--- src/hdl/dcs_pkg.sv ---
// Shared package for the darkest circle selection block.
// Holds field widths, the sum limit, the controller state type and the pipeline tag.
// No dependencies.
`timescale 1ns / 1ps
`default_nettype none
package dcs_pkg;

	localparam int DEF_MAX_CIRCLES = 8;
	localparam int DEF_COORD_BITS  = 10;

	localparam int SUM_W        = 28;
	localparam int VAL_W        = 8;
	localparam int SLOT_FIELD_W = 3;
	localparam int CNT_FIELD_W  = 4;

	localparam logic [SUM_W-1:0]       SUM_LIMIT = 28'd9999999;
	localparam logic [SUM_W-1:0]       SUM_MAX   = {SUM_W{1'b1}};
	localparam logic [CNT_FIELD_W-1:0] CNT_RESET = 4'd1;

	typedef enum logic {
		REQ_LOAD  = 1'b0,
		REQ_PIXEL = 1'b1
	} req_kind_t;

	typedef enum logic [1:0] {
		ST_IDLE,
		ST_ISSUE,
		ST_DRAIN,
		ST_RESULT
	} dcs_state_t;

	// Travels alongside each slot update through the pipeline.
	typedef struct packed {
		logic valid;
		logic last;
	} dcs_tag_t;

endpackage
`default_nettype wire

--- src/hdl/dcs_ifs.sv ---
// Channel interfaces of the darkest circle selection block: request, result and
// configuration write. Depends on dcs_pkg.
`timescale 1ns / 1ps
`default_nettype none
interface dcs_req_if #(
	parameter int COORD_BITS = dcs_pkg::DEF_COORD_BITS
);
	logic                              valid;
	logic                              ready;
	logic                              req_type;
	logic [dcs_pkg::SLOT_FIELD_W-1:0]  circle_slot;
	logic [COORD_BITS-1:0]             circle_x;
	logic [COORD_BITS-1:0]             circle_y;
	logic [COORD_BITS-1:0]             circle_radius;
	logic [dcs_pkg::VAL_W-1:0]         pixel_value;
	logic [COORD_BITS-1:0]             pixel_col;
	logic [COORD_BITS-1:0]             pixel_row;
	logic                              last_pixel;

	modport source (
		output valid, req_type, circle_slot, circle_x, circle_y, circle_radius,
		       pixel_value, pixel_col, pixel_row, last_pixel,
		input  ready
	);
	modport sink (
		input  valid, req_type, circle_slot, circle_x, circle_y, circle_radius,
		       pixel_value, pixel_col, pixel_row, last_pixel,
		output ready
	);
endinterface

interface dcs_res_if #(
	parameter int COORD_BITS = dcs_pkg::DEF_COORD_BITS
);
	logic                              valid;
	logic                              ready;
	logic                              found;
	logic [dcs_pkg::SLOT_FIELD_W-1:0]  best_slot;
	logic [COORD_BITS-1:0]             best_x;
	logic [COORD_BITS-1:0]             best_y;
	logic [COORD_BITS-1:0]             best_radius;
	logic [dcs_pkg::SUM_W-1:0]         best_sum;

	modport source (
		output valid, found, best_slot, best_x, best_y, best_radius, best_sum,
		input  ready
	);
	modport sink (
		input  valid, found, best_slot, best_x, best_y, best_radius, best_sum,
		output ready
	);
endinterface

interface dcs_cfg_if;
	logic                             valid;
	logic                             ready;
	logic [dcs_pkg::CNT_FIELD_W-1:0]  data;

	modport source (output valid, data, input ready);
	modport sink (input valid, data, output ready);
endinterface
`default_nettype wire

--- src/hdl/dcs_ram.sv ---
// Synchronous single-write, single-read memory with registered read.
// Per-entry valid bits make unwritten or cleared entries read as zero. Standalone.
`timescale 1ns / 1ps
`default_nettype none
module dcs_ram #(
	parameter int WIDTH = 8,
	parameter int DEPTH = 8,
	parameter int AW    = 3
) (
	input  wire logic             clk,
	input  wire logic             arst_n,
	input  wire logic             wr_en,
	input  wire logic [AW-1:0]    wr_addr,
	input  wire logic [WIDTH-1:0] wr_data,
	input  wire logic             rd_en,
	input  wire logic [AW-1:0]    rd_addr,
	input  wire logic             clr_all,
	output logic      [WIDTH-1:0] rd_data
);

	logic [WIDTH-1:0] mem [DEPTH];
	logic [DEPTH-1:0] vld_q;
	logic [WIDTH-1:0] rd_data_q;
	logic             rd_vld_q;

	always_ff @(posedge clk) begin
		if (wr_en) begin
			mem[wr_addr] <= wr_data;
		end
		if (rd_en) begin
			rd_data_q <= mem[rd_addr];
		end
	end

	always_ff @(posedge clk or negedge arst_n) begin
		if (!arst_n) begin
			vld_q    <= '0;
			rd_vld_q <= 1'b0;
		end else begin
			if (clr_all) begin
				vld_q <= '0;
			end else if (wr_en) begin
				vld_q[wr_addr] <= 1'b1;
			end
			if (rd_en) begin
				rd_vld_q <= vld_q[rd_addr];
			end
		end
	end

	assign rd_data = rd_vld_q ? rd_data_q : '0;

endmodule
`default_nettype wire

--- src/hdl/dcs_inside.sv ---
// Containment test and saturating accumulate for one circle slot per cycle.
// Two register stages: distance terms, then squares. Depends on dcs_pkg.
`timescale 1ns / 1ps
`default_nettype none
module dcs_inside #(
	parameter int COORD_BITS = dcs_pkg::DEF_COORD_BITS,
	parameter int AW         = 3
) (
	input  wire logic                        clk,
	input  wire logic                        arst_n,
	input  wire dcs_pkg::dcs_tag_t           tag_s1,
	input  wire logic [AW-1:0]               idx_s1,
	input  wire logic [3*COORD_BITS-1:0]     circ_s1,
	input  wire logic [dcs_pkg::SUM_W-1:0]   sum_s1,
	input  wire logic [COORD_BITS-1:0]       pix_col,
	input  wire logic [COORD_BITS-1:0]       pix_row,
	input  wire logic [dcs_pkg::VAL_W-1:0]   pix_val,
	output dcs_pkg::dcs_tag_t                tag_s3,
	output logic      [AW-1:0]               idx_s3,
	output logic      [3*COORD_BITS-1:0]     circ_s3,
	output logic      [dcs_pkg::SUM_W-1:0]   sum_new
);

	localparam int CB = COORD_BITS;
	localparam int SW = dcs_pkg::SUM_W;

	logic [CB-1:0] cx, cy, cr;
	logic [CB-1:0] dx, dy;

	dcs_pkg::dcs_tag_t tag_s2;
	logic [AW-1:0]     idx_s2;
	logic [3*CB-1:0]   circ_s2;
	logic [SW-1:0]     sum_s2, sum_s3;
	logic [CB-1:0]     dx_s2, dy_s2, r_s2;
	logic [2*CB-1:0]   dx2_s3, dy2_s3, r2_s3;

	logic [2*CB:0]     dist_sq;
	logic              in_circle;
	logic [SW:0]       acc;

	assign cx = circ_s1[3*CB-1:2*CB];
	assign cy = circ_s1[2*CB-1:CB];
	assign cr = circ_s1[CB-1:0];

	assign dx = (pix_col >= cx) ? pix_col - cx : cx - pix_col;
	assign dy = (pix_row >= cy) ? pix_row - cy : cy - pix_row;

	always_ff @(posedge clk or negedge arst_n) begin
		if (!arst_n) begin
			tag_s2 <= '0;
			tag_s3 <= '0;
		end else begin
			tag_s2 <= tag_s1;
			tag_s3 <= tag_s2;
		end
	end

	always_ff @(posedge clk) begin
		idx_s2  <= idx_s1;
		circ_s2 <= circ_s1;
		sum_s2  <= sum_s1;
		dx_s2   <= dx;
		dy_s2   <= dy;
		r_s2    <= cr;

		idx_s3  <= idx_s2;
		circ_s3 <= circ_s2;
		sum_s3  <= sum_s2;
		dx2_s3  <= {{CB{1'b0}}, dx_s2} * {{CB{1'b0}}, dx_s2};
		dy2_s3  <= {{CB{1'b0}}, dy_s2} * {{CB{1'b0}}, dy_s2};
		r2_s3   <= {{CB{1'b0}}, r_s2} * {{CB{1'b0}}, r_s2};
	end

	// Strictly inside when dx^2 + dy^2 < r^2; the sum saturates at all ones,
	// so a carry out of the add is exactly the overflow case.
	assign dist_sq   = {1'b0, dx2_s3} + {1'b0, dy2_s3};
	assign in_circle = dist_sq < {1'b0, r2_s3};
	assign acc       = {1'b0, sum_s3} + {{(SW + 1 - dcs_pkg::VAL_W){1'b0}}, pix_val};

	always_comb begin
		if (!in_circle) begin
			sum_new = sum_s3;
		end else if (acc[SW]) begin
			sum_new = dcs_pkg::SUM_MAX;
		end else begin
			sum_new = acc[SW-1:0];
		end
	end

endmodule
`default_nettype wire

--- src/hdl/darkest_circle_select.sv ---
// Darkest circle selection: a load, or a pixel with no active slot, needs no pass
// over the slots; any other pixel starts one memory read per active slot, and the
// three-stage containment pipeline behind it drains before the next acceptance.
// A last pixel also passes the result state, which waits while the output register
// is full; its result enters the output register as the block returns to idle.
// Reset is asynchronous, active low; all slots read as zero and the count is 1.
`timescale 1ns / 1ps
`default_nettype none
module darkest_circle_select #(
	parameter int MAX_CIRCLES = dcs_pkg::DEF_MAX_CIRCLES,
	parameter int COORD_BITS  = dcs_pkg::DEF_COORD_BITS
) (
	input  wire logic  clk,
	input  wire logic  arst_n,
	dcs_cfg_if.sink    cfg,
	dcs_req_if.sink    req,
	dcs_res_if.source  res
);

	// Slot address width and a counter wide enough to hold the slot count itself.
	localparam int AW     = (MAX_CIRCLES > 1) ? $clog2(MAX_CIRCLES) : 1;
	localparam int CNT_W  = (MAX_CIRCLES > 1) ? $clog2(MAX_CIRCLES + 1) : 1;
	localparam int CB     = COORD_BITS;
	localparam int CIRC_W = 3 * COORD_BITS;
	localparam int SW     = dcs_pkg::SUM_W;

	// ------------------------------------------------------------------
	// Configuration: the active slot count. Writes are always taken.
	// ------------------------------------------------------------------
	logic [dcs_pkg::CNT_FIELD_W-1:0] count_q;
	logic [CNT_W-1:0]                n_act;

	assign cfg.ready = 1'b1;

	always_ff @(posedge clk or negedge arst_n) begin
		if (!arst_n) begin
			count_q <= dcs_pkg::CNT_RESET;
		end else if (cfg.valid) begin
			count_q <= cfg.data;
		end
	end

	// A count above the number of slots means every slot.
	always_comb begin
		if (int'(count_q) > MAX_CIRCLES) begin
			n_act = CNT_W'(MAX_CIRCLES);
		end else begin
			n_act = CNT_W'(count_q);
		end
	end

	// ------------------------------------------------------------------
	// Controller. A pixel transaction starts a pass over the active slots:
	// one circle and one sum are read per cycle, updated in the pipeline and
	// written back from stage s3. Slots are distinct within a pass and
	// the next transaction is only taken once the last write-back is done,
	// so no forwarding is needed.
	// ------------------------------------------------------------------
	dcs_pkg::dcs_state_t state_q, state_d;

	logic req_acc, is_pixel, slot_ok, load_we;
	logic issue_en, last_issue, res_load;
	logic [AW-1:0]    load_addr;
	logic [AW-1:0]    idx_q;
	logic [CNT_W-1:0] n_q;
	logic             last_q;

	logic [dcs_pkg::VAL_W-1:0] pix_val_q;
	logic [CB-1:0]             pix_col_q, pix_row_q;

	dcs_pkg::dcs_tag_t tag_s1, tag_s3;
	logic [AW-1:0]     idx_s1, idx_s3;
	logic [CIRC_W-1:0] circ_s1, circ_s3;
	logic [SW-1:0]     sum_s1, sum_new;

	logic              res_valid_q;

	assign req_acc    = req.valid && req.ready;
	assign is_pixel   = (req.req_type == dcs_pkg::REQ_PIXEL);
	assign slot_ok    = int'(req.circle_slot) < MAX_CIRCLES;
	assign load_we    = req_acc && !is_pixel && slot_ok;
	assign load_addr  = AW'(req.circle_slot);
	assign last_issue = (CNT_W'(idx_q) + CNT_W'(1)) == n_q;

	always_comb begin
		state_d = state_q;
		unique case (state_q)
			dcs_pkg::ST_IDLE: begin
				if (req_acc && is_pixel) begin
					if (n_act != '0) begin
						state_d = dcs_pkg::ST_ISSUE;
					end else if (req.last_pixel) begin
						state_d = dcs_pkg::ST_RESULT;
					end
				end
			end
			dcs_pkg::ST_ISSUE: begin
				if (last_issue) begin
					state_d = dcs_pkg::ST_DRAIN;
				end
			end
			dcs_pkg::ST_DRAIN: begin
				if (tag_s3.valid && tag_s3.last) begin
					state_d = last_q ? dcs_pkg::ST_RESULT : dcs_pkg::ST_IDLE;
				end
			end
			dcs_pkg::ST_RESULT: begin
				if (res_load) begin
					state_d = dcs_pkg::ST_IDLE;
				end
			end
			default: begin
				state_d = dcs_pkg::ST_IDLE;
			end
		endcase
	end

	always_comb begin
		req.ready = 1'b0;
		issue_en  = 1'b0;
		res_load  = 1'b0;
		unique case (state_q)
			dcs_pkg::ST_IDLE: begin
				req.ready = 1'b1;
			end
			dcs_pkg::ST_ISSUE: begin
				issue_en = 1'b1;
			end
			dcs_pkg::ST_DRAIN: begin
			end
			dcs_pkg::ST_RESULT: begin
				// The output register frees up when its transaction completes.
				res_load = !res_valid_q || res.ready;
			end
			default: begin
			end
		endcase
	end

	always_ff @(posedge clk or negedge arst_n) begin
		if (!arst_n) begin
			state_q <= dcs_pkg::ST_IDLE;
			idx_q   <= '0;
			n_q     <= '0;
			last_q  <= 1'b0;
			tag_s1  <= '0;
		end else begin
			state_q      <= state_d;
			tag_s1.valid <= issue_en;
			tag_s1.last  <= issue_en && last_issue;
			if (req_acc && is_pixel) begin
				idx_q  <= '0;
				n_q    <= n_act;
				last_q <= req.last_pixel;
			end else if (issue_en) begin
				idx_q <= idx_q + AW'(1);
			end
		end
	end

	always_ff @(posedge clk) begin
		idx_s1 <= idx_q;
		if (req_acc && is_pixel) begin
			pix_val_q <= req.pixel_value;
			pix_col_q <= req.pixel_col;
			pix_row_q <= req.pixel_row;
		end
	end

	// ------------------------------------------------------------------
	// State memories. A load writes the circle and zeroes its sum; the
	// result clears every sum at once through the valid bits.
	// ------------------------------------------------------------------
	dcs_ram #(
		.WIDTH (CIRC_W),
		.DEPTH (MAX_CIRCLES),
		.AW    (AW)
	) u_circle_ram (
		.clk     (clk),
		.arst_n  (arst_n),
		.wr_en   (load_we),
		.wr_addr (load_addr),
		.wr_data ({req.circle_x, req.circle_y, req.circle_radius}),
		.rd_en   (issue_en),
		.rd_addr (idx_q),
		.clr_all (1'b0),
		.rd_data (circ_s1)
	);

	dcs_ram #(
		.WIDTH (SW),
		.DEPTH (MAX_CIRCLES),
		.AW    (AW)
	) u_sum_ram (
		.clk     (clk),
		.arst_n  (arst_n),
		.wr_en   (load_we || tag_s3.valid),
		.wr_addr (tag_s3.valid ? idx_s3 : load_addr),
		.wr_data (tag_s3.valid ? sum_new : '0),
		.rd_en   (issue_en),
		.rd_addr (idx_q),
		.clr_all (res_load),
		.rd_data (sum_s1)
	);

	dcs_inside #(
		.COORD_BITS (COORD_BITS),
		.AW         (AW)
	) u_inside (
		.clk     (clk),
		.arst_n  (arst_n),
		.tag_s1  (tag_s1),
		.idx_s1  (idx_s1),
		.circ_s1 (circ_s1),
		.sum_s1  (sum_s1),
		.pix_col (pix_col_q),
		.pix_row (pix_row_q),
		.pix_val (pix_val_q),
		.tag_s3  (tag_s3),
		.idx_s3  (idx_s3),
		.circ_s3 (circ_s3),
		.sum_new (sum_new)
	);

	// ------------------------------------------------------------------
	// Running minimum. Updated sums arrive in ascending slot order, so a
	// strict compare keeps the lowest slot on ties. Starting at the limit
	// means only sums below it can be chosen.
	// ------------------------------------------------------------------
	logic              found_q;
	logic [SW-1:0]     best_sum_q;
	logic [AW-1:0]     best_idx_q;
	logic [CIRC_W-1:0] best_circ_q;

	always_ff @(posedge clk or negedge arst_n) begin
		if (!arst_n) begin
			found_q     <= 1'b0;
			best_sum_q  <= dcs_pkg::SUM_LIMIT;
			best_idx_q  <= '0;
			best_circ_q <= '0;
		end else if (req_acc && is_pixel) begin
			found_q     <= 1'b0;
			best_sum_q  <= dcs_pkg::SUM_LIMIT;
			best_idx_q  <= '0;
			best_circ_q <= '0;
		end else if (tag_s3.valid && (sum_new < best_sum_q)) begin
			found_q     <= 1'b1;
			best_sum_q  <= sum_new;
			best_idx_q  <= idx_s3;
			best_circ_q <= circ_s3;
		end
	end

	// ------------------------------------------------------------------
	// Output register. It holds a finished result until its transaction
	// completes; a nothing-found result carries zeros in every field.
	// ------------------------------------------------------------------
	logic                               res_found_q;
	logic [dcs_pkg::SLOT_FIELD_W-1:0]   res_slot_q;
	logic [CIRC_W-1:0]                  res_circ_q;
	logic [SW-1:0]                      res_sum_q;

	always_ff @(posedge clk or negedge arst_n) begin
		if (!arst_n) begin
			res_valid_q <= 1'b0;
		end else if (res_load) begin
			res_valid_q <= 1'b1;
		end else if (res.ready) begin
			res_valid_q <= 1'b0;
		end
	end

	always_ff @(posedge clk) begin
		if (res_load) begin
			res_found_q <= found_q;
			res_slot_q  <= dcs_pkg::SLOT_FIELD_W'(best_idx_q);
			res_circ_q  <= best_circ_q;
			res_sum_q   <= found_q ? best_sum_q : '0;
		end
	end

	assign res.valid       = res_valid_q;
	assign res.found       = res_found_q;
	assign res.best_slot   = res_slot_q;
	assign res.best_x      = res_circ_q[3*CB-1:2*CB];
	assign res.best_y      = res_circ_q[2*CB-1:CB];
	assign res.best_radius = res_circ_q[CB-1:0];
	assign res.best_sum    = res_sum_q;

endmodule
`default_nettype wire

--- src/flat_wrapper.sv ---
// flat-port wrapper written by rule: the top's interface ports become plain ports
module darkest_circle_select_flat 
#(
	parameter int MAX_CIRCLES = dcs_pkg::DEF_MAX_CIRCLES,
	parameter int COORD_BITS  = dcs_pkg::DEF_COORD_BITS
)
  (clk, arst_n, cfg_valid, cfg_data, cfg_ready, req_valid, req_req_type, req_circle_slot, req_circle_x, req_circle_y, req_circle_radius, req_pixel_value, req_pixel_col, req_pixel_row, req_last_pixel, req_ready, res_valid, res_found, res_best_slot, res_best_x, res_best_y, res_best_radius, res_best_sum, res_ready);
  dcs_cfg_if cfg_i ();
  dcs_req_if #(.COORD_BITS(COORD_BITS)) req_i ();
  dcs_res_if #(.COORD_BITS(COORD_BITS)) res_i ();
  input  wire logic clk;
  input  wire logic arst_n;
  input wire logic [$bits(cfg_i.valid)-1:0] cfg_valid;
  input wire logic [$bits(cfg_i.data)-1:0] cfg_data;
  output wire logic [$bits(cfg_i.ready)-1:0] cfg_ready;
  input wire logic [$bits(req_i.valid)-1:0] req_valid;
  input wire logic [$bits(req_i.req_type)-1:0] req_req_type;
  input wire logic [$bits(req_i.circle_slot)-1:0] req_circle_slot;
  input wire logic [$bits(req_i.circle_x)-1:0] req_circle_x;
  input wire logic [$bits(req_i.circle_y)-1:0] req_circle_y;
  input wire logic [$bits(req_i.circle_radius)-1:0] req_circle_radius;
  input wire logic [$bits(req_i.pixel_value)-1:0] req_pixel_value;
  input wire logic [$bits(req_i.pixel_col)-1:0] req_pixel_col;
  input wire logic [$bits(req_i.pixel_row)-1:0] req_pixel_row;
  input wire logic [$bits(req_i.last_pixel)-1:0] req_last_pixel;
  output wire logic [$bits(req_i.ready)-1:0] req_ready;
  output wire logic [$bits(res_i.valid)-1:0] res_valid;
  output wire logic [$bits(res_i.found)-1:0] res_found;
  output wire logic [$bits(res_i.best_slot)-1:0] res_best_slot;
  output wire logic [$bits(res_i.best_x)-1:0] res_best_x;
  output wire logic [$bits(res_i.best_y)-1:0] res_best_y;
  output wire logic [$bits(res_i.best_radius)-1:0] res_best_radius;
  output wire logic [$bits(res_i.best_sum)-1:0] res_best_sum;
  input wire logic [$bits(res_i.ready)-1:0] res_ready;
  assign cfg_i.valid = cfg_valid;
  assign cfg_i.data = cfg_data;
  assign cfg_ready = cfg_i.ready;
  assign req_i.valid = req_valid;
  assign req_i.req_type = req_req_type;
  assign req_i.circle_slot = req_circle_slot;
  assign req_i.circle_x = req_circle_x;
  assign req_i.circle_y = req_circle_y;
  assign req_i.circle_radius = req_circle_radius;
  assign req_i.pixel_value = req_pixel_value;
  assign req_i.pixel_col = req_pixel_col;
  assign req_i.pixel_row = req_pixel_row;
  assign req_i.last_pixel = req_last_pixel;
  assign req_ready = req_i.ready;
  assign res_valid = res_i.valid;
  assign res_found = res_i.found;
  assign res_best_slot = res_i.best_slot;
  assign res_best_x = res_i.best_x;
  assign res_best_y = res_i.best_y;
  assign res_best_radius = res_i.best_radius;
  assign res_best_sum = res_i.best_sum;
  assign res_i.ready = res_ready;
  darkest_circle_select #(.MAX_CIRCLES(MAX_CIRCLES), .COORD_BITS(COORD_BITS)) u_core (.clk(clk), .arst_n(arst_n), .cfg(cfg_i), .req(req_i), .res(res_i));
endmodule
--- config.mk ---
export PLATFORM = sky130hd
export DESIGN_NAME = darkest_circle_select_flat
export DESIGN_NICKNAME = d
export VERILOG_FILES = /design/src/hdl/dcs_pkg.sv /design/src/hdl/dcs_ifs.sv /design/src/hdl/dcs_ram.sv /design/src/hdl/dcs_inside.sv /design/src/hdl/darkest_circle_select.sv /design/src/flat_wrapper.sv
export SDC_FILE = /design/constraint.sdc
export NUM_CORES = 1
export LEC_CHECK = 0
export BUFFER_PORTS_ARGS = -buffer_cell sky130_fd_sc_hd__buf_4
export CORE_MARGIN = 3
export CORE_UTILIZATION = 55
export CTS_BUF_LIST = sky130_fd_sc_hd__clkbuf_2
export DETAILED_ROUTE_END_ITERATION = 8
export HOLD_SLACK_MARGIN = 0.08
export MAX_ROUTING_LAYER = met4
export PLACE_DENSITY = 0.72
export SYNTH_ARGS = -nofsm -noshare
export SYNTH_HDL_FRONTEND = slang
export SYNTH_SLANG_ARGS = --single-unit
export TNS_END_PERCENT = 100
--- constraint.sdc ---
create_clock -name clk -period 17.82 [get_ports clk]
set_input_delay 1.782 -clock clk [delete_from_list [all_inputs] [get_ports clk]]
set_output_delay 1.782 -clock clk [all_outputs]
set_load 0.05 [all_outputs]
==> metrics, run 1 <==
final hold vios=0; CTS tree=built; buffers added on ports=~140; CTS root buf=clkbuf_2; sequential fraction of the synthesis area=a little under three fifths; Die Y=288 µm; fin. max-slew vios=0; Final #Nets=about 4000; antenna violation net count after detailed routing=0; period utilization=47.5%; Starting Density=56.0%; synth top area cells=edfxtp_1, dfxtp_1, ha_1; Final Skew=0.115 ns; via/cell ratio=5.48; Worst setup startpoint=u_core.u_inside.dx2_s3[2]$_DFF_P_; final wirelength=~93 mm; most frequent cells in the layout=edfxtp_1, clkbuf_2, inv_1; hold_buf cts=0; drt initial violations=between 1500 and 2000; FFs w/ async S/R, synth=roughly 11%; post-DP HPWL=around 62 mm; Clk pin slew, worst setup/hold paths=0.12 ns; area growth from synthesis to layout=10.1%; vias=25594; hold endpoint=u_core.u_inside.sum_s3[4]$_DFF_P_; r2r startpoint=u_core.u_inside.dx2_s3[2]$_DFF_P_; syn avg cell area=between 10 and 15 µm²; Post-route DRC=0; Clock Latency Late Sink=1.47 ns; worst endpoint required time=19.12 ns; number of global-route vias before repair=26873; TNS Setup=0 ns; worst hold margin=0.308 ns; worst min-delay path startpoint=u_core.u_inside.sum_s2[4]$_SDFF_PN0_; Synth Flop Type=edfxtp_1; R2R setup slack=9.35 ns; Rel. slew slack=30.0%; CTS Buffer Depth=3; Tot GR Track Use=23.8%; CTS sink count=about 910; Synth top area share=between 40% and 50%; cell mode on critical path=o21ai_0; status=complete, no violations; layout cells sized above 1=21.3%; final setup margin=9.35 ns; max cap viols=0; dpl ws=9.47 ns; crit end category=register; first-pass GRT wire length=147 mm; post-cts resize count=0; Die W=288 µm; R2R Path End=u_core.best_sum_q[0]$_DFFE_PN1P_; core area=between 70000 and 80000 µm²; Mapped Cells=3152; most common cell after layout, fill and taps aside=edfxtp_1; Placed Area=45700 µm²; synth warn=0; TritonCTS Buffers=~220; DRT Pass-1 Iters=5; post-route design area=a little under 50000 µm²; post-layout min period=8.47 ns; EDFF count, synth=slightly above 600; Least-Margin Pin Slew=1.05 ns; CTS HTree Levels=4; total gr overflow=0; antenna violations before repair=8; R2R cell count=29; Highest Clock Rate=118 MHz; DR WL/cell=~20 µm; pin count of the biggest net entering global routing=94; postcts setup bufs=0; Hold Path Stages=0; class of the worst hold path=reg2reg; CP Launch Type=register; Post-Syn Area=43600 µm²; crit path DAT=9.77 ns; die area=82800 µm²; Crit Path Class=reg2reg; Finish-stage setup viols=0; RSZ-0062 raised after global routing=false; area leader, netlist=edfxtp_1; Seq cells post-synth=914; Synth Net Count=3621; CP max stage cell=buf_4; # fillers=5865; critical path fanouts, max=between 50 and 60; Row Count=102; Netlist cell types=80; crit-path max cell delay=about 0.8 ns; global placement routability congestion=0.870; boundary pin count=137
[synth_stat cells, types with 31 or more instances]
master    count
and2_1      192
clkbuf_1     79
o21ai_0      68
nand2_1     252
nor2_1      145
inv_1       291
fa_1        144
mux2_2       81
nand3_1      32
dfxtp_1     201
a21o_1       31
dfrtp_1      86
xnor2_1      67
mux4_2      120
xor2_1       38
mux2i_1      77
ha_1        253
edfxtp_1    612
a21oi_1      73
[worst max path at each step]
stage | endpoint | cells past startpoint
2_1_floorplan | u_core.best_sum_q[0]$_DFFE_PN1P_ | 31
3_3_place_gp | u_core.best_sum_q[0]$_DFFE_PN1P_ | 29
3_5_place_dp | u_core.best_sum_q[0]$_DFFE_PN1P_ | 29
4_1_cts | u_core.best_sum_q[0]$_DFFE_PN1P_ | 29
5_1_grt | u_core.best_sum_q[0]$_DFFE_PN1P_ | 29
6_report | u_core.best_sum_q[0]$_DFFE_PN1P_ | 29
[routing by layer]
| layer | track usage, % | part of all wire [%] | wire length (µm) |
|---|---|---|---|
| met1 | 33.4 | 45 | 41900 |
| met4 | 6.45 | 1.6 | 1440 |
| met2 | 35.8 | 46 | 43000 |
| met3 | 4.86 | 6.8 | 6310 |
| met5 | - | 0 | 0 |
[flip-flops by register name (all words and copies together) (netlist names), 19 cells and up]
name,count
u_core.best_sum_q,28
u_core.res.best_sum,28
u_core.u_sum_ram.mem,224
u_core.u_inside.dx2_s3,19
u_core.u_inside.circ_s3,29
u_core.res_circ_q,30
u_core.u_inside.sum_s2,28
u_core.u_inside.sum_s3,28
u_core.u_inside.r2_s3,19
u_core.u_sum_ram.rd_data_q,28
u_core.u_inside.circ_s2,21
u_core.u_inside.dy2_s3,19
u_core.u_circle_ram.mem,240
u_core.best_circ_q,30
u_core.u_circle_ram.rd_data_q,30
[metrics by stage]
step	std cells	util, %
after floorplan	3152	-
after global placement	4248	58.7
after detailed placement	4248	58.7
after CTS	4663	61.6
after global routing	4670	61.6
final	4670	61.6
[worst max-delay path: cells and delay by family (launching register included)]
kind	cells	cell delay (ns)
compound gates	16	3.32
simple gates	6	2.11
fa+ha+maj	4	1.16
buf+inv	1	0.80
mux	1	0.42
flops	1	0.32
xor+xnor	1	0.14
[cell type report]
| type | instances | area, µm² | area share (%) |
|---|---|---|---|
| antenna | 7 | 17.5 | 0.0365 |
| clock buffer | 314 | 1570 | 3.27 |
| clock inverter | 101 | 723 | 1.51 |
| inverter | 292 | 1100 | 2.28 |
| multi-input combinational | 1840 | 17200 | 35.7 |
| sequential | 914 | 25000 | 51.9 |
| tap | 1040 | 1300 | 2.71 |
| timing repair buffer | 162 | 1220 | 2.53 |
[kinds of logic after synthesis]
logic type / after synthesis / share of synthesized area, %
compound gates: 277 / 4.19
xor+xnor: 105 / 2.11
fa+ha+maj: 397 / 13.9
buf+inv: 398 / 3.74
flops: 914 / 57.2
mux: 278 / 10.0
other cells: 1 / 0.00859
simple gates: 782 / 8.89
Power of run 1 is left out: the tool's default activity adds up to more than one toggle a clock period on the data nets, which glitch-free logic cannot reach.
==> run 2: changes to the inputs <==
--- a/config.mk
+++ b/config.mk
@@ -12,7 +12,7 @@
 export DETAILED_ROUTE_END_ITERATION = 8
 export HOLD_SLACK_MARGIN = 0.08
 export MAX_ROUTING_LAYER = met4
-export PLACE_DENSITY = 0.72
+export PLACE_DENSITY = 0.75
 export SYNTH_ARGS = -nofsm -noshare
 export SYNTH_HDL_FRONTEND = slang
 export SYNTH_SLANG_ARGS = --single-unit
==> constraint.sdc (replaced) <==
create_clock -name clk -period 7 [get_ports clk]
set_input_delay 0.7 -clock clk [delete_from_list [all_inputs] [get_ports clk]]
set_output_delay 0.7 -clock clk [all_outputs]
set_load 0.05 [all_outputs]
==> metrics, run 2 (same netlist as run 1, synthesis figures left out) <==
Largest register FFs=240; Tot GR Track Use=24.4%; DRT Pass-1 Iters=5; Die W=roughly 290 µm; Crit path buffers/inverters=3; final setup margin=slightly below 0.5 ns; number of global-route vias before repair=roughly 28000; DR WL/cell=around 20 µm; CTS sink count=between 900 and 1000; final hold vios=0; critical path fanouts, max=21; CP max stage cell=fa_2; Die Y=between 200 and 300 µm; Final #Nets=4054; TritonCTS Buffers=217; layout cells sized above 1=between 20% and 30%; CP Launch Type=register; total gr overflow=0; Register Area=25000 µm²; global placement routability congestion=roughly 0.87; class of the worst hold path=reg2reg; leading registers by flop count=u_core.u_circle_ram.mem x240, u_core.u_sum_ram.mem x224; crit path DAT=roughly 8 ns; Post-route DRC=0; CTS Buffer Depth=3; Multi-input gate area=17200 µm²; boundary pin count=137; post-DP HPWL=62.4 mm; core area=78000 µm²; Row Count=102; Finish-stage setup viols=0; post-route design area=49600 µm²; max cap viols=0; worst endpoint required time=8.30 ns; antenna violations before repair=6; drt initial violations=2191; first-pass GRT wire length=152 mm; crit-path max cell delay=0.38 ns; Placed Area=45900 µm²; Clk pin slew, worst setup/hold paths=0.14 ns; Highest Clock Rate=~150 MHz; Rel. slew slack=between 20% and 30%; final wirelength=between 90 and 100 mm; cell mode on critical path=a21oi_1; status=complete, no violations; dpl ws=0.0512 ns; CTS root buf=clkbuf_2; placed cell count=4259; Crit Path Class=reg2reg; vias=~26000; via/cell ratio=roughly 5.5; die area=~83000 µm²; Reg with most FFs=u_core.u_circle_ram.mem; Final Skew=0.126 ns; most common cell after layout, fill and taps aside=edfxtp_1; antenna violation net count after detailed routing=0; buffers added on ports=135; pin count of the biggest net entering global routing=126; post-layout min period=roughly 6.5 ns; family with the most delay on the worst path=compound AO/OA/AOI/OAI gates; Starting Density=56.0%; Clock Latency Late Sink=between 1 and 1.5 ns; CTS HTree Levels=4; period utilization=a little over 90%; crit end category=register; area growth from synthesis to layout=13.6%; TNS Setup=0 ns; fin cells=4815; most frequent cells in the layout=edfxtp_1, clkbuf_2, inv_1; # fillers=5746; fin. max-slew vios=0; CTS tree=built; Least-Margin Pin Slew=1.18 ns
[run 2: cell types whose count changed in the layout (fill, tap and decap cells not counted), sizes merged, moves of 3 or more]
cell         before  now
buf             162  178
bufinv            7    1
clkbuf          314  325
clkinv           85   70
diode             7    4
dlygate4sd3       0  140
[run 2: final timing paths]
check	cells past startpoint	slack [ns]	startpoint	end
setup reg to reg	32	0.49	u_core.u_inside.dx2_s3[2]$_DFF_P_	u_core.best_circ_q[15]$_DFFE_PN0P_
hold / removal	0	0.25	u_core.u_inside.sum_s2[26]$_SDFF_PN0_	u_core.u_inside.sum_s3[26]$_DFF_P_
setup / recovery	32	0.49	u_core.u_inside.dx2_s3[2]$_DFF_P_	u_core.best_circ_q[15]$_DFFE_PN0P_
hold reg to reg	0	0.25	u_core.u_inside.sum_s2[26]$_SDFF_PN0_	u_core.u_inside.sum_s3[26]$_DFF_P_
max in group asynchronous	4	5.55	arst_n	u_core.idx_q[1]$_DFFE_PN0P_
min in group asynchronous	3	0.49	arst_n	u_core.best_sum_q[20]$_DFFE_PN1P_
[run 2: metal layers]
metal / part of all wire, % / track usage [%] / vias to the layer above
met3: 7.4 / 5.30 / 154
met2: 47 / 37.5 / 879
met1: 43 / 33.1 / 13254
met5: 0 / - / -
met4: 2.0 / 7.04 / 0
li1: - / - / 12199
[run 2: area by class of cell]
cell class,instances,area share (%)
multi-input combinational,1840,34.7
inverter,292,2.21
clock buffer,323,3.26
timing repair buffer,320,5.84
sequential,914,50.3
clock inverter,82,0.974
tap,1040,2.62
antenna,4,0.0202
[run 2: timing repair]
| action | 4_1_cts | 5_1_grt |
|---|---|---|
| hold buffers | 141 | 0 |
| setup endpoints to repair | 13 | 62 |
| resized for setup | 1 | 15 |
| buffers inserted | 0 | 4 |
| pin swaps | 0 | 5 |
| gates cloned | 0 | 2 |
| endpoints found under the hold margin | 642 | 0 |
[run 2: through the flow]
stage          util (%)  hold slack (ns)
6_report           63.6            0.252
5_1_grt            63.6            0.157
4_1_cts            63.4            0.130
3_5_place_dp       58.8            0.312
3_3_place_gp       58.8            0.311
2_1_floorplan         -            0.310
Power of run 2 is left out for the same reason.
==> run 3: changes to the inputs <==
--- a/config.mk
+++ b/config.mk
@@ -11,7 +11,6 @@
 export CTS_BUF_LIST = sky130_fd_sc_hd__clkbuf_2
 export DETAILED_ROUTE_END_ITERATION = 8
 export HOLD_SLACK_MARGIN = 0.08
-export MAX_ROUTING_LAYER = met4
 export PLACE_DENSITY = 0.75
 export SYNTH_ARGS = -nofsm -noshare
 export SYNTH_HDL_FRONTEND = slang
==> metrics, run 3 (same netlist as run 1, synthesis figures left out) <==
final wirelength=95.2 mm; class of the worst hold path=in2reg; CTS root buf=clkbuf_2; Post-route DRC=0; layout cells sized above 1=21.2%; area growth from synthesis to layout=13.5%; Die W=288 µm; Tot GR Track Use=23.4%; CTS sink count=~900; met1 GRT Util=33.2%; total gr overflow=0; status=complete, no violations; worst endpoint required time=8.34 ns; Clock Latency Late Sink=1.47 ns; Rel. slew slack=18.4%; via/cell ratio=5.49; met3 global-route usage=approximately 5%; core area=78000 µm²; Multi-input gate area=17200 µm²; met2 Usage GRT=36.6%; post-layout min period=between 6 and 7 ns; # fillers=5691; Starting Density=56.0%; Crit Path Class=reg2reg; Final #Nets=4054; CTS tree=built; Most Crowded Layer GR=met2; final hold vios=0; Largest register FFs=240; family with the most delay on the worst path=compound AO/OA/AOI/OAI gates; Register Area=25000 µm²; die area=between 80000 and 90000 µm²; boundary pin count=137; leading registers by flop count=u_core.u_circle_ram.mem x240, u_core.u_sum_ram.mem x224; Clk pin slew, worst setup/hold paths=0.11 ns; vias=26400; critical path fanouts, max=12; Highest Clock Rate=152 MHz; antenna violation net count after detailed routing=0; crit-path max cell delay=0.53 ns; most frequent cells in the layout=edfxtp_1, clkbuf_2, inv_1; TritonCTS Buffers=216; fin. max-slew vios=0; most common cell after layout, fill and taps aside=edfxtp_1; crit end category=register; Row Count=102; first-pass GRT wire length=151 mm; antenna violations before repair=6; dpl ws=-0.0129 ns; global placement routability congestion=0.879; post-DP HPWL=62.0 mm; period utilization=94.2%; CP max stage cell=nor4b_1; CTS Buffer Depth=3; DR WL/cell=around 20 µm; Reg with most FFs=u_core.u_circle_ram.mem; Finish-stage setup viols=0; Crit path buffers/inverters=3; CP Launch Type=register; drt initial violations=2044; crit path DAT=7.94 ns; Final Skew=between 0.1 and 0.15 ns; Least-Margin Pin Slew=approximately 1.2 ns; buffers added on ports=about 140; max cap viols=0; DRT Pass-1 Iters=7; CTS HTree Levels=4; pin count of the biggest net entering global routing=between 100 and 150; final setup margin=0.405 ns; number of global-route vias before repair=27732; Die Y=roughly 290 µm
-- run 3: metal layers --
layer	vias to the layer above	wire length, µm	share of wire, %
met5	-	13	0.014
met4	2	2010	2.1
met3	152	6410	6.7
met2	861	44700	47
met1	13176	42000	44
li1	12209	-	-
-- run 3: worst paths after layout --
check	from	slack (ns)	cells after the start	end
min reg2reg	u_core.idx_s1[1]$_DFF_P_	0.29	0	u_core.u_inside.idx_s2[1]$_DFF_P_
min	req_last_pixel	0.28	4	u_core.state_q[0]$_DFFE_PN0P_
max reg2reg	u_core.u_inside.dx2_s3[2]$_DFF_P_	0.40	31	u_core.best_circ_q[0]$_DFFE_PN0P_
max in group asynchronous	arst_n	5.55	4	u_core.idx_q[1]$_DFFE_PN0P_
min in group asynchronous	arst_n	0.44	3	u_core.best_sum_q[3]$_DFFE_PN1P_
max	u_core.u_inside.dx2_s3[2]$_DFF_P_	0.40	31	u_core.best_circ_q[0]$_DFFE_PN0P_
-- run 3: through the flow --
stage / hold slack, ns / instances / TNS [ns] / cell area [µm²] / utilization, %
after CTS: 0.108 / 4801 / 0 / 49400 / 63.4
after detailed placement: 0.312 / 4261 / -0.0129 / 45900 / 58.8
after floorplan: 0.310 / 3152 / 0 / 43600 / -
after global placement: 0.311 / 4261 / 0 / 45900 / 58.8
final: 0.276 / 4812 / 0 / 49600 / 63.5
after global routing: 0.157 / 4811 / -0.0176 / 49500 / 63.5
-- run 3: worst min-delay path, delay by kind of cell --
family	cells	cell delay (ns)
and+or+nand+nor	1	0.05
AOI/OAI and AO/OA	1	0.17
buffers and inverters	2	0.71
-- run 3: layout make-up --
cell class	instances	area share, %
Antenna cell	5	0.0253
Clock buffer	318	3.21
Clock inverter	82	1.09
Inverter	292	2.21
Multi-Input combinational cell	1841	34.7
Sequential cell	914	50.4
Tap cell	1040	2.63
Timing Repair Buffer	320	5.72
-- run 3: repair_timing --
item | 4_1_cts | 5_1_grt
hold endpoints to repair | 645 | 0
setup endpoints to repair | 21 | 62
pin swaps | 0 | 4
gates resized for setup | 2 | 14
cloned | 0 | 2
setup buffers | 0 | 4
hold buffers | 140 | 0
Power of run 3 is left out for the same reason.
